==> config.mk <==
export PLATFORM = sky130hd
export DESIGN_NAME = rtt_estimate_cache_unit_flat
export DESIGN_NICKNAME = d
export VERILOG_FILES = /design/src/sv/rec_pkg.sv /design/src/sv/rec_req_if.sv /design/src/sv/rec_rsp_if.sv /design/src/sv/rec_ram.sv /design/src/sv/rec_update.sv /design/src/sv/rtt_estimate_cache_unit.sv /design/src/flat_wrapper.sv
export SDC_FILE = /design/constraint.sdc
export NUM_CORES = 2
export LEC_CHECK = 0
export ABC_CLOCK_PERIOD_IN_PS = 11020
export BUFFER_PORTS_ARGS = -buffer_cell sky130_fd_sc_hd__buf_4
export CORE_ASPECT_RATIO = 1.1
export CORE_UTILIZATION = 40
export CTS_BUF_LIST = sky130_fd_sc_hd__clkbuf_16
export CTS_CLUSTER_SIZE = 24
export DETAILED_ROUTE_END_ITERATION = 8
export MAX_ROUTING_LAYER = met4
export PLACE_DENSITY = 0.61
export SLEW_MARGIN = 20
export SYNTH_ARGS = -nofsm -noshare
export SYNTH_HDL_FRONTEND = slang
export SYNTH_SLANG_ARGS = --single-unit
==> constraint.sdc <==
create_clock -name clock -period 11.02 [get_ports clock]
set_clock_uncertainty 0.1 [all_clocks]
set_input_delay 1.653 -clock clock [delete_from_list [all_inputs] [get_ports clock]]
set_output_delay 1.653 -clock clock [all_outputs]
set_load 0.02 [all_outputs]
==> src/sv/rec_pkg.sv <==
// Shared types and constants for the RTT estimate cache.
// No dependencies; every other source file except rec_ram imports this package.
package rec_pkg;

   localparam int CACHE_ENTRIES = 16;
   localparam int RTT_GAIN_LOG  = 3;
   localparam int DEV_GAIN_LOG  = 2;

   localparam int ADDR_W  = 32;
   localparam int VAL_W   = 31;
   localparam int INDEX_W = (CACHE_ENTRIES > 1) ? $clog2(CACHE_ENTRIES) : 1;

   localparam int RTT_ACC_W = VAL_W + RTT_GAIN_LOG + 1;
   localparam int DEV_ACC_W = VAL_W + DEV_GAIN_LOG + 1;

   localparam logic OP_ADD    = 1'b0;
   localparam logic OP_LOOKUP = 1'b1;

   typedef logic [INDEX_W-1:0] index_type;

   typedef struct packed {
      logic [ADDR_W-1:0] tag;
      logic [VAL_W-1:0]  srtt;
      logic [VAL_W-1:0]  mdev;
   } entry_type;

   localparam int ENTRY_W = $bits(entry_type);

   typedef struct packed {
      logic              wr_en;
      entry_type         wr_entry;
      logic              hit;
      logic [VAL_W-1:0]  srtt;
      logic [VAL_W-1:0]  mdev;
   } update_type;

   function automatic index_type slot_of(input logic [ADDR_W-1:0] addr);
      logic [15:0] low;
      low = addr[15:0];
      return INDEX_W'(low % 16'(CACHE_ENTRIES));
   endfunction

endpackage

==> src/sv/rec_req_if.sv <==
// Request channel interface: valid/ready handshake with the request word.
// Depends on rec_pkg.
interface rec_req_if
   import rec_pkg::*;
();
   logic              valid;
   logic              ready;
   logic              operation;
   logic [ADDR_W-1:0] address;
   logic [VAL_W-1:0]  rtt_sample;

   modport source (output valid, output operation, output address, output rtt_sample,
                   input ready);
   modport sink   (input valid, input operation, input address, input rtt_sample,
                   output ready);
endinterface

==> src/sv/rec_rsp_if.sv <==
// Response channel interface: valid/ready handshake with the response word.
// Depends on rec_pkg.
interface rec_rsp_if
   import rec_pkg::*;
();
   logic             valid;
   logic             ready;
   logic             hit;
   logic [VAL_W-1:0] smoothed_rtt;
   logic [VAL_W-1:0] mean_deviation;

   modport source (output valid, output hit, output smoothed_rtt, output mean_deviation,
                   input ready);
   modport sink   (input valid, input hit, input smoothed_rtt, input mean_deviation,
                   output ready);
endinterface

==> src/sv/rec_ram.sv <==
// Generic single-port-write, single-port-read RAM with registered read data.
// No dependencies.
module rec_ram #(
   parameter int WIDTH = 8,
   parameter int DEPTH = 16
) (
   input  logic                                          clock,
   input  logic                                          wr_en,
   input  logic [((DEPTH > 1) ? $clog2(DEPTH) : 1)-1:0]  wr_addr,
   input  logic [WIDTH-1:0]                              wr_data,
   input  logic [((DEPTH > 1) ? $clog2(DEPTH) : 1)-1:0]  rd_addr,
   output logic [WIDTH-1:0]                              rd_data
);
   logic [WIDTH-1:0] mem_ff [DEPTH];

   always_ff @(posedge clock) begin
      if (wr_en) begin
         mem_ff[wr_addr] <= wr_data;
      end
      rd_data <= mem_ff[rd_addr];
   end
endmodule

==> src/sv/rec_update.sv <==
// Slot update: tag match, rounded exponential averaging of SRTT and deviation.
// Depends on rec_pkg.
module rec_update
   import rec_pkg::*;
(
   input  entry_type         old_entry,
   input  logic              old_valid,
   input  logic              operation,
   input  logic [ADDR_W-1:0] address,
   input  logic [VAL_W-1:0]  rtt_sample,
   output update_type        upd
);
   logic [VAL_W-1:0]     old_srtt;
   logic [VAL_W-1:0]     old_mdev;
   logic                 addr_zero;
   logic                 match;
   logic [VAL_W-1:0]     err;
   logic [RTT_ACC_W-1:0] rtt_acc;
   logic [DEV_ACC_W-1:0] dev_acc;
   logic [VAL_W-1:0]     new_srtt;
   logic [VAL_W-1:0]     new_mdev;

   always_comb begin
      old_srtt  = old_valid ? old_entry.srtt : '0;
      old_mdev  = old_valid ? old_entry.mdev : '0;
      addr_zero = (address == '0);
      match     = old_valid && !addr_zero && (old_entry.tag == address);

      err = (rtt_sample > old_srtt) ? (rtt_sample - old_srtt) : (old_srtt - rtt_sample);

      rtt_acc = (RTT_ACC_W'(old_srtt) << RTT_GAIN_LOG) - RTT_ACC_W'(old_srtt)
              + RTT_ACC_W'(rtt_sample) + RTT_ACC_W'((1 << RTT_GAIN_LOG) >> 1);
      dev_acc = (DEV_ACC_W'(old_mdev) << DEV_GAIN_LOG) - DEV_ACC_W'(old_mdev)
              + DEV_ACC_W'(err) + DEV_ACC_W'((1 << DEV_GAIN_LOG) >> 1);
      new_srtt = rtt_acc[RTT_GAIN_LOG +: VAL_W];
      new_mdev = dev_acc[DEV_GAIN_LOG +: VAL_W];

      upd          = '0;
      upd.hit      = match;
      upd.wr_entry = old_entry;
      if (!addr_zero) begin
         if (operation == OP_ADD) begin
            upd.wr_en = 1'b1;
            if (match) begin
               upd.wr_entry.srtt = new_srtt;
               upd.wr_entry.mdev = new_mdev;
            end else begin
               upd.wr_entry.tag  = address;
               upd.wr_entry.srtt = rtt_sample;
               upd.wr_entry.mdev = '0;
            end
            upd.srtt = upd.wr_entry.srtt;
            upd.mdev = upd.wr_entry.mdev;
         end else if (match) begin
            upd.srtt = old_entry.srtt;
            upd.mdev = old_entry.mdev;
         end
      end
   end
endmodule

==> src/sv/rtt_estimate_cache_unit.sv <==
// Top level of the RTT estimate cache: slot RAM, valid bits, sequencer, response register.
// Depends on rec_pkg, rec_req_if, rec_rsp_if, rec_ram, rec_update.
//
//   channel | dir | handshake          | word
//   --------+-----+--------------------+------------------------------------------
//   req_bus | in  | valid/ready        | operation, address, rtt_sample
//   rsp_bus | out | valid/ready        | hit, smoothed_rtt, mean_deviation
//
// Each word is accepted with its RAM read in S_IDLE, then updated, written back and
// loaded into the response register in S_CALC; the registered slot RAM read sets this split.
// Reset clears all per-slot valid bits together; there is no clearing pass.
// A held response stalls only the update cycle; a new word is accepted while
// the previous response waits.
module rtt_estimate_cache_unit
   import rec_pkg::*;
(
   input  logic      clock,
   input  logic      reset,
   rec_req_if.sink   req_bus,
   rec_rsp_if.source rsp_bus
);
   localparam logic S_IDLE = 1'b0;
   localparam logic S_CALC = 1'b1;

   logic                     state_ff, state_in;
   index_type                idx_ff, idx_in;
   logic                     op_ff, op_in;
   logic [ADDR_W-1:0]        addr_ff, addr_in;
   logic [VAL_W-1:0]         sample_ff, sample_in;
   logic [CACHE_ENTRIES-1:0] valid_ff, valid_in;
   logic                     rsp_valid_ff, rsp_valid_in;
   logic                     rsp_hit_ff, rsp_hit_in;
   logic [VAL_W-1:0]         rsp_srtt_ff, rsp_srtt_in;
   logic [VAL_W-1:0]         rsp_mdev_ff, rsp_mdev_in;

   logic       accept;
   logic       advance;
   index_type  rd_addr;
   logic [ENTRY_W-1:0] rd_data;
   entry_type  old_entry;
   update_type upd;

   assign req_bus.ready = (state_ff == S_IDLE);
   assign accept        = req_bus.valid && req_bus.ready;
   assign advance       = (state_ff == S_CALC) && (!rsp_valid_ff || rsp_bus.ready);
   assign rd_addr       = (state_ff == S_CALC) ? idx_ff : slot_of(req_bus.address);
   assign old_entry     = entry_type'(rd_data);

   rec_ram #(
      .WIDTH (ENTRY_W),
      .DEPTH (CACHE_ENTRIES)
   ) u_slot_ram (
      .clock   (clock),
      .wr_en   (advance && upd.wr_en),
      .wr_addr (idx_ff),
      .wr_data (ENTRY_W'(upd.wr_entry)),
      .rd_addr (rd_addr),
      .rd_data (rd_data)
   );

   rec_update u_update (
      .old_entry  (old_entry),
      .old_valid  (valid_ff[idx_ff]),
      .operation  (op_ff),
      .address    (addr_ff),
      .rtt_sample (sample_ff),
      .upd        (upd)
   );

   always_comb begin
      state_in     = state_ff;
      idx_in       = idx_ff;
      op_in        = op_ff;
      addr_in      = addr_ff;
      sample_in    = sample_ff;
      valid_in     = valid_ff;
      rsp_valid_in = rsp_valid_ff && !rsp_bus.ready;
      rsp_hit_in   = rsp_hit_ff;
      rsp_srtt_in  = rsp_srtt_ff;
      rsp_mdev_in  = rsp_mdev_ff;
      unique case (state_ff)
         S_IDLE: begin
            if (accept) begin
               idx_in    = slot_of(req_bus.address);
               op_in     = req_bus.operation;
               addr_in   = req_bus.address;
               sample_in = req_bus.rtt_sample;
               state_in  = S_CALC;
            end
         end
         S_CALC: begin
            if (advance) begin
               if (upd.wr_en) begin
                  valid_in[idx_ff] = 1'b1;
               end
               rsp_valid_in = 1'b1;
               rsp_hit_in   = upd.hit;
               rsp_srtt_in  = upd.srtt;
               rsp_mdev_in  = upd.mdev;
               state_in     = S_IDLE;
            end
         end
         default: state_in = S_IDLE;
      endcase
   end

   always_ff @(posedge clock) begin
      if (reset) begin
         state_ff     <= S_IDLE;
         valid_ff     <= '0;
         rsp_valid_ff <= 1'b0;
      end else begin
         state_ff     <= state_in;
         valid_ff     <= valid_in;
         rsp_valid_ff <= rsp_valid_in;
      end
      idx_ff      <= idx_in;
      op_ff       <= op_in;
      addr_ff     <= addr_in;
      sample_ff   <= sample_in;
      rsp_hit_ff  <= rsp_hit_in;
      rsp_srtt_ff <= rsp_srtt_in;
      rsp_mdev_ff <= rsp_mdev_in;
   end

   assign rsp_bus.valid          = rsp_valid_ff;
   assign rsp_bus.hit            = rsp_hit_ff;
   assign rsp_bus.smoothed_rtt   = rsp_srtt_ff;
   assign rsp_bus.mean_deviation = rsp_mdev_ff;
endmodule

==> src/flat_wrapper.sv <==
// flat-port wrapper written by rule: the top's interface ports become plain ports
module rtt_estimate_cache_unit_flat import rec_pkg::*;
  (clock, reset, req_bus_valid, req_bus_operation, req_bus_address, req_bus_rtt_sample, req_bus_ready, rsp_bus_valid, rsp_bus_hit, rsp_bus_smoothed_rtt, rsp_bus_mean_deviation, rsp_bus_ready);
  rec_req_if req_bus_i ();
  rec_rsp_if rsp_bus_i ();
  input  logic clock;
  input  logic reset;
  input wire logic [$bits(req_bus_i.valid)-1:0] req_bus_valid;
  input wire logic [$bits(req_bus_i.operation)-1:0] req_bus_operation;
  input wire logic [$bits(req_bus_i.address)-1:0] req_bus_address;
  input wire logic [$bits(req_bus_i.rtt_sample)-1:0] req_bus_rtt_sample;
  output wire logic [$bits(req_bus_i.ready)-1:0] req_bus_ready;
  output wire logic [$bits(rsp_bus_i.valid)-1:0] rsp_bus_valid;
  output wire logic [$bits(rsp_bus_i.hit)-1:0] rsp_bus_hit;
  output wire logic [$bits(rsp_bus_i.smoothed_rtt)-1:0] rsp_bus_smoothed_rtt;
  output wire logic [$bits(rsp_bus_i.mean_deviation)-1:0] rsp_bus_mean_deviation;
  input wire logic [$bits(rsp_bus_i.ready)-1:0] rsp_bus_ready;
  assign req_bus_i.valid = req_bus_valid;
  assign req_bus_i.operation = req_bus_operation;
  assign req_bus_i.address = req_bus_address;
  assign req_bus_i.rtt_sample = req_bus_rtt_sample;
  assign req_bus_ready = req_bus_i.ready;
  assign rsp_bus_valid = rsp_bus_i.valid;
  assign rsp_bus_hit = rsp_bus_i.hit;
  assign rsp_bus_smoothed_rtt = rsp_bus_i.smoothed_rtt;
  assign rsp_bus_mean_deviation = rsp_bus_i.mean_deviation;
  assign rsp_bus_i.ready = rsp_bus_ready;
  rtt_estimate_cache_unit u_core (.clock(clock), .reset(reset), .req_bus(req_bus_i), .rsp_bus(rsp_bus_i));
endmodule
# Yosys cells after proc, flatten, opt, wreduce, memory -nomap -nowiden
# Memory sizes are Yosys's and may differ from the RTL's. A register that Yosys moved wholly into a read port is not among the register bits.
# Cells that the tools add are included.
# classes
add_sub_neg	8
n_lt_le_gt_ge	3
eq_ne	1
n_mux	21
bitwise	2
reduce_logical	15
# ops
cell	n
two-way mux 95 bit	2
two-way mux 62 bit	3
two-way mux 31 bit	3
subtractor 31 bit	2
adder 34 x 3 -> 34 bit (second input constant)	1
adder 34 x 31 -> 34 bit	1
subtractor 34 x 31 -> 34 bit	1
adder 33 x 2 -> 33 bit (second input constant)	1
adder 33 x 31 -> 33 bit	1
subtractor 33 x 31 -> 33 bit	1
equality test 32 bit	1
zero test 32 bit	1
two-way mux 32 bit	1
greater-than comparator 31 bit	1
bitwise OR 16 bit	1
two-way mux 1 bit	8
logical AND 1 bit	7
less-than comparator 4 x 5 -> 1 bit (second input constant)	1
binary-select mux 1 bit (select 4 bit)	1
demux 1 bit (select 4 bit)	1
>= comparator 4 x 1 -> 1 bit (second input constant)	1
two-way mux 4 bit	1
AND reduction 2 bit	2
zero test 1 bit	3
4 further kinds	4
# totals
reg_bits	149
mem_bits_rw	1504
inputBits	68
word_cells	61
memories	1
# memory_table
memory	depth	word_bits	rd	rd_clocked_by_memory_dff	write_ports	line	rtl
u_core.u_slot_ram.mem_ff	16	94	1	1	1	rec_ram.sv:14	logic [WIDTH-1:0] mem_ff [DEPTH];

# Longest topological paths before layout
# depth
depth_word	13
ltp_mapped	38
depth_no_buf	33

# Hierarchy
# Synthesis repeated with hierarchy kept, for this count alone.
# unflattened
cells_unflattened	4198
area_unflattened_um2	73181.4
# modules_own_cells
mod	instances	cells_each	area_each_um2	seq_area_each_um2
rec_ram	1	2408	58018.1	47045.1
rec_update	1	1577	10523.8	0.0
rtt_estimate_cache_unit	1	213	4639.4	4174.0

# Worst setup path after synthesis
# Ideal clock, no wire load.
# synth_path
path_kind	input to register
start	input port rsp_bus_ready
end	memory u_core.u_slot_ram.mem_ff[1][0] (netlist bit) (enable)
setup_time_ns	0.664
arrival_time_ns	8.726
t_required_ns	10.256
setup_slack_ns	1.530
cell_stages	4
n_path_buf	0
cell_sequence	nand2b_1 -> nand2_1 -> or4_1 -> nor3_1
# synth_between
elab_chain_cells	5
# synth_rtl
element	line	rtl
start: declaration	flat_wrapper.sv:17	input wire logic [$bits(rsp_bus_i.ready)-1:0] rsp_bus_ready;
logical OR 1 bit	rtt_estimate_cache_unit.sv:45	assign advance = (state_ff == S_CALC) && (!rsp_valid_ff || rsp_bus.ready);
logical AND 1 bit	rtt_estimate_cache_unit.sv:45	
logical AND 1 bit	rtt_estimate_cache_unit.sv:54	.wr_en (advance && upd.wr_en),
two-way mux 1 bit	rec_ram.sv:17	if (wr_en) begin
two-way mux 1 bit (implied by the code)	rec_ram.sv:18	mem_ff[wr_addr] <= wr_data;
end: declaration	rec_ram.sv:14	
# Every way passes these cells.

# Worst setup path in the final report
# layout_path
start	register u_core.addr_ff[3]
end	memory u_core.u_slot_ram.mem_ff[10][30] (netlist bit), data pin
# layout_between
elab_chain_cells	7
word_cells_on_any_way	8
# layout_rtl
element	line	rtl
start: declaration	rtt_estimate_cache_unit.sv:28	logic [ADDR_W-1:0] addr_ff, addr_in;
start signal: assignment	rtt_estimate_cache_unit.sv:119	addr_ff <= addr_in;
zero test 32 bit	rec_update.sv:26	addr_zero = (address == '0);
zero test 1 bit	n/a	
logical AND 1 bit (2 in a row)	rec_update.sv:27	match = old_valid && !addr_zero && (old_entry.tag == address);
two-way mux 62 bit	rec_update.sv:44	if (match) begin
two-way mux 95 bit	rec_update.sv:42	if (operation == OP_ADD) begin
two-way mux 95 bit *	rec_update.sv:41	if (!addr_zero) begin
via u_core.u_slot_ram.wr_data[30]	rec_ram.sv:10	input logic [WIDTH-1:0] wr_data,
# The timed path passes the listed nets; every way through them passes the cells marked *.

==> impl_metrics.tcl <==
set metrics [dict create \
    status "complete, no violations" \
    core_um2 182200 \
    cts_tree "yes" \
    muxShareOfSynthArea_pct 12.44 \
    async_flop_share_pct 0 \
    cts_num_sinks 1743 \
    worst_slew_pin_slew_ns 1.115 \
    hold_depth 2 \
    slowest_stage "edfxtp_1" \
    grt_usage_pct 21.85 \
    place.gp.congestion 0.9169 \
    synth_top_family_by_area "multiplexers" \
    clk_pin_slew_worst_paths_ns 0.06 \
    yosys_warnings 0 \
    cts_max_level 4 \
    cp_max_fo 26 \
    wire_per_inst_um 27.83 \
    grt_remaining_overflow 0 \
    synth-xor-area-share_pct 1.462 \
    fin_crit_ns 9.903 \
    numPortBuffers 132 \
    drc_errors 0 \
    grt_pass1_vias 41170 \
    synth.cell_area_um2 73670 \
    hold_viol 0 \
    maxCapViolCount 0 \
    r2r_cells 31 \
    cts_resized 0 \
    slowest_delay_ns 0.83 \
    netlist_instances 4373 \
    placed_area_um2 77760 \
    grt_start_max_net_pins 140 \
    hold_buffers 0 \
    routed_via_density 5.687 \
    r2r-end "u_core.u_slot_ram.mem_ff[10][30]" \
    fmax_mhz 101.0 \
    reg2reg_from "u_core.addr_ff[3]" \
    wirelength_mm 197.9 \
    min-delay-path-class "reg -> reg" \
    synthFlopType "edfxtp_1" \
    die_h_um 452.1 \
    cp-startpoint "u_core.addr_ff[3]" \
    critPathArrivalTime_ns 10.25 \
    layout-drive-gt1-share_pct 19.76 \
    synth_compound_area_share_pct 5.725 \
    fp.dieW_um 411.2 \
    startpoint_type "register" \
    numCtsBuffers 178 \
    die_area_um2 185900 \
    synth.distinct_cells 74 \
    firstDrtPassIters 7 \
    yosysSeqAreaShare_pct 69.52 \
    synth_fa_ha_area_share_pct 3.583 \
    syn_nets 4619 \
    insertion_delay_ns 0.82 \
    hp-start "u_core.valid_ff[14]" \
    setup_tns_ns 0 \
    p_leak_nw 28.73 \
    ctsLongestPathBuffers 3 \
    syn_avg_cell_area_um2 16.85 \
    critical-path-top-delay-family "compound AO/OA/AOI/OAI gates" \
    synth-seq-cells 1743 \
    grt_pass1_wl_mm 285.1 \
    finalInstanceArea_um2 83330 \
    grt_setup_unrepaired "false" \
    setup_violations 0 \
    powerDensity_nw_per_um2 195.9 \
    ant_nets 0 \
    fin_crit_sh_pct 89.87 \
    nets 4791 \
    synth_edf_count 1631 \
    start_util_pct 40.43 \
    drtIter0Drc 3730 \
    area_delta_synth_final_pct 13.11 \
    worst-path-buf-inv 2 \
    slew_headroom_pct 25.69 \
    synth-simple-area-share_pct 5.188 \
    crit_type "reg -> reg" \
    crit_path_end_kind "register" \
    hold_end "u_core.valid_ff[14]" \
    drv_slew 0 \
    critPathRequiredTime_ns 11.37 \
    dr_total_vias 40440 \
    cts-root-buf "clkbuf_16" \
    cts_setup_buffers 0 \
    ir_worst_vdd_mv 0.1417 \
    ios 133 \
    antenna_found_initial 11 \
    r2r_slack_ns 1.12 \
    hpwlAfterDp_mm 113.2 \
    core.rowCount 164 \
]
## sequential cells by signal, summed over array words and instances, names as in the netlist, 16 cells and up
signal                         cells
u_core.u_slot_ram.rd_data         94
u_core.u_slot_ram.mem_ff        1504
u_core.rsp_bus.smoothed_rtt       31
u_core.valid_ff                   16
u_core.rsp_bus.mean_deviation     31
u_core.addr_ff                    32
u_core.sample_ff                  31
## layout make-up
| class | count | area, µm² |
|---|---|---|
| Clock buffer | 181 | 4529 |
| Antenna cell | 7 | 17.52 |
| Fill cell | 15670 | 98880 |
| Multi-Input combinational cell | 2227 | 21170 |
| Timing Repair Buffer | 215 | 1702 |
| Inverter | 180 | 678.2 |
| Tap cell | 2407 | 3012 |
| Clock inverter | 151 | 1010 |
| Sequential cell | 1743 | 51220 |
## metal layers
layer  global-route usage (%)  vias to the layer above  wire length (µm)
met5                        -                        -                 0
met4                    5.855                        0              4955
met3                    4.362                      285             14310
met2                    33.54                     1425             93070
met1                    29.72                    21330             85530
li1                         -                    17400                 -
## logic make-up (layout without fill, tap and decap cells)
logic type / count (synthesis) / count (layout)
DFF: 1743 / 1743
and+or+nand+nor: 858 / 858
AOI/OAI and AO/OA: 628 / 628
muxes: 437 / 437
buffers and inverters: 403 / 727
adders and majority gates: 181 / 181
xor gates and xnor gates: 123 / 123
other: 0 / 7
## cells in the final DEF (no fill, tap or decap), drive strengths merged, types with 37 or more instances in the layout
master / n
clkinv: 84
fa: 51
xor2: 58
edfxtp: 1631
nor2: 135
buf: 215
and2: 99
mux4: 379
a21o: 93
ha: 127
mux2: 37
a31oi: 103
inv: 234
clkbuf: 181
xnor2: 65
nand2: 477
a211oi: 107
a21oi: 117
o21ai: 85
dfxtp: 112
## tightest hold or removal path, delay by kind of cell, from the launching register on
kind             cells  cell delay, ns
flip-flops           1            0.32
AND/OR/NAND/NOR      2            0.12
## cell usage after synthesis (17+ instances only)
library cell | instances | area [µm²]
nand4_1 | 22 | 137.6
mux2_2 | 37 | 416.7
a211oi_1 | 106 | 795.8
nor4_1 | 17 | 106.4
dfxtp_1 | 112 | 2242
buf_1 | 50 | 187.7
nand2b_1 | 18 | 112.6
xnor2_1 | 65 | 569.3
a21o_1 | 93 | 698.2
nor3_1 | 25 | 125.1
a21oi_1 | 116 | 580.6
nor2b_1 | 20 | 125.1
ha_1 | 127 | 1589
a22oi_1 | 25 | 187.7
edfxtp_1 | 1631 | 48980
inv_1 | 180 | 675.7
fa_1 | 51 | 1021
o21ai_0 | 77 | 385.4
xor2_1 | 58 | 508.0
a31oi_1 | 103 | 644.4
and2_1 | 95 | 594.3
clkbuf_1 | 162 | 608.1
nand2_1 | 476 | 1787
mux4_2 | 379 | 8536
mux2i_1 | 21 | 210.2
nor2_1 | 135 | 506.7
o21bai_1 | 26 | 195.2
## per-stage QoR
| stage | hold slack [ns] | utilization (%) | power, mW | cells | setup WS [ns] |
|---|---|---|---|---|---|
| after floorplan | 0.3346 | - | 9.842 | 4373 | 1.530 |
| after global placement | 0.3481 | 42.68 | 10.76 | 6772 | 1.390 |
| after detailed placement | 0.3538 | 42.68 | 10.75 | 6772 | 1.271 |
| after CTS | 0.3672 | 45.72 | 16.41 | 7104 | 1.154 |
| after global routing | 0.3797 | 45.73 | 16.96 | 7110 | 0.4283 |
| final | 0.3644 | 45.73 | 16.32 | 7111 | 1.117 |
## power breakdown
part / internal, mW / total (mW) / switching [mW]
registers: 7.52 / 7.67 / 0.148
clock network: 3.15 / 5.68 / 2.53
logic: 1.13 / 2.97 / 1.84
## worst max-delay path by stage
stage	end	slack, ns	cells after the start
5_1_grt	u_core.u_slot_ram.mem_ff[10][30]	0.43	30
6_report	u_core.u_slot_ram.mem_ff[10][30]	1.12	31
3_5_place_dp	u_core.u_slot_ram.mem_ff[15][30]	1.27	31
3_3_place_gp	u_core.u_slot_ram.mem_ff[13][30]	1.39	31
2_1_floorplan	u_core.u_slot_ram.mem_ff[1][0]	1.53	4
4_1_cts	u_core.u_slot_ram.mem_ff[10][30]	1.15	31
Note: power is estimated with default switching activity, not from simulation.
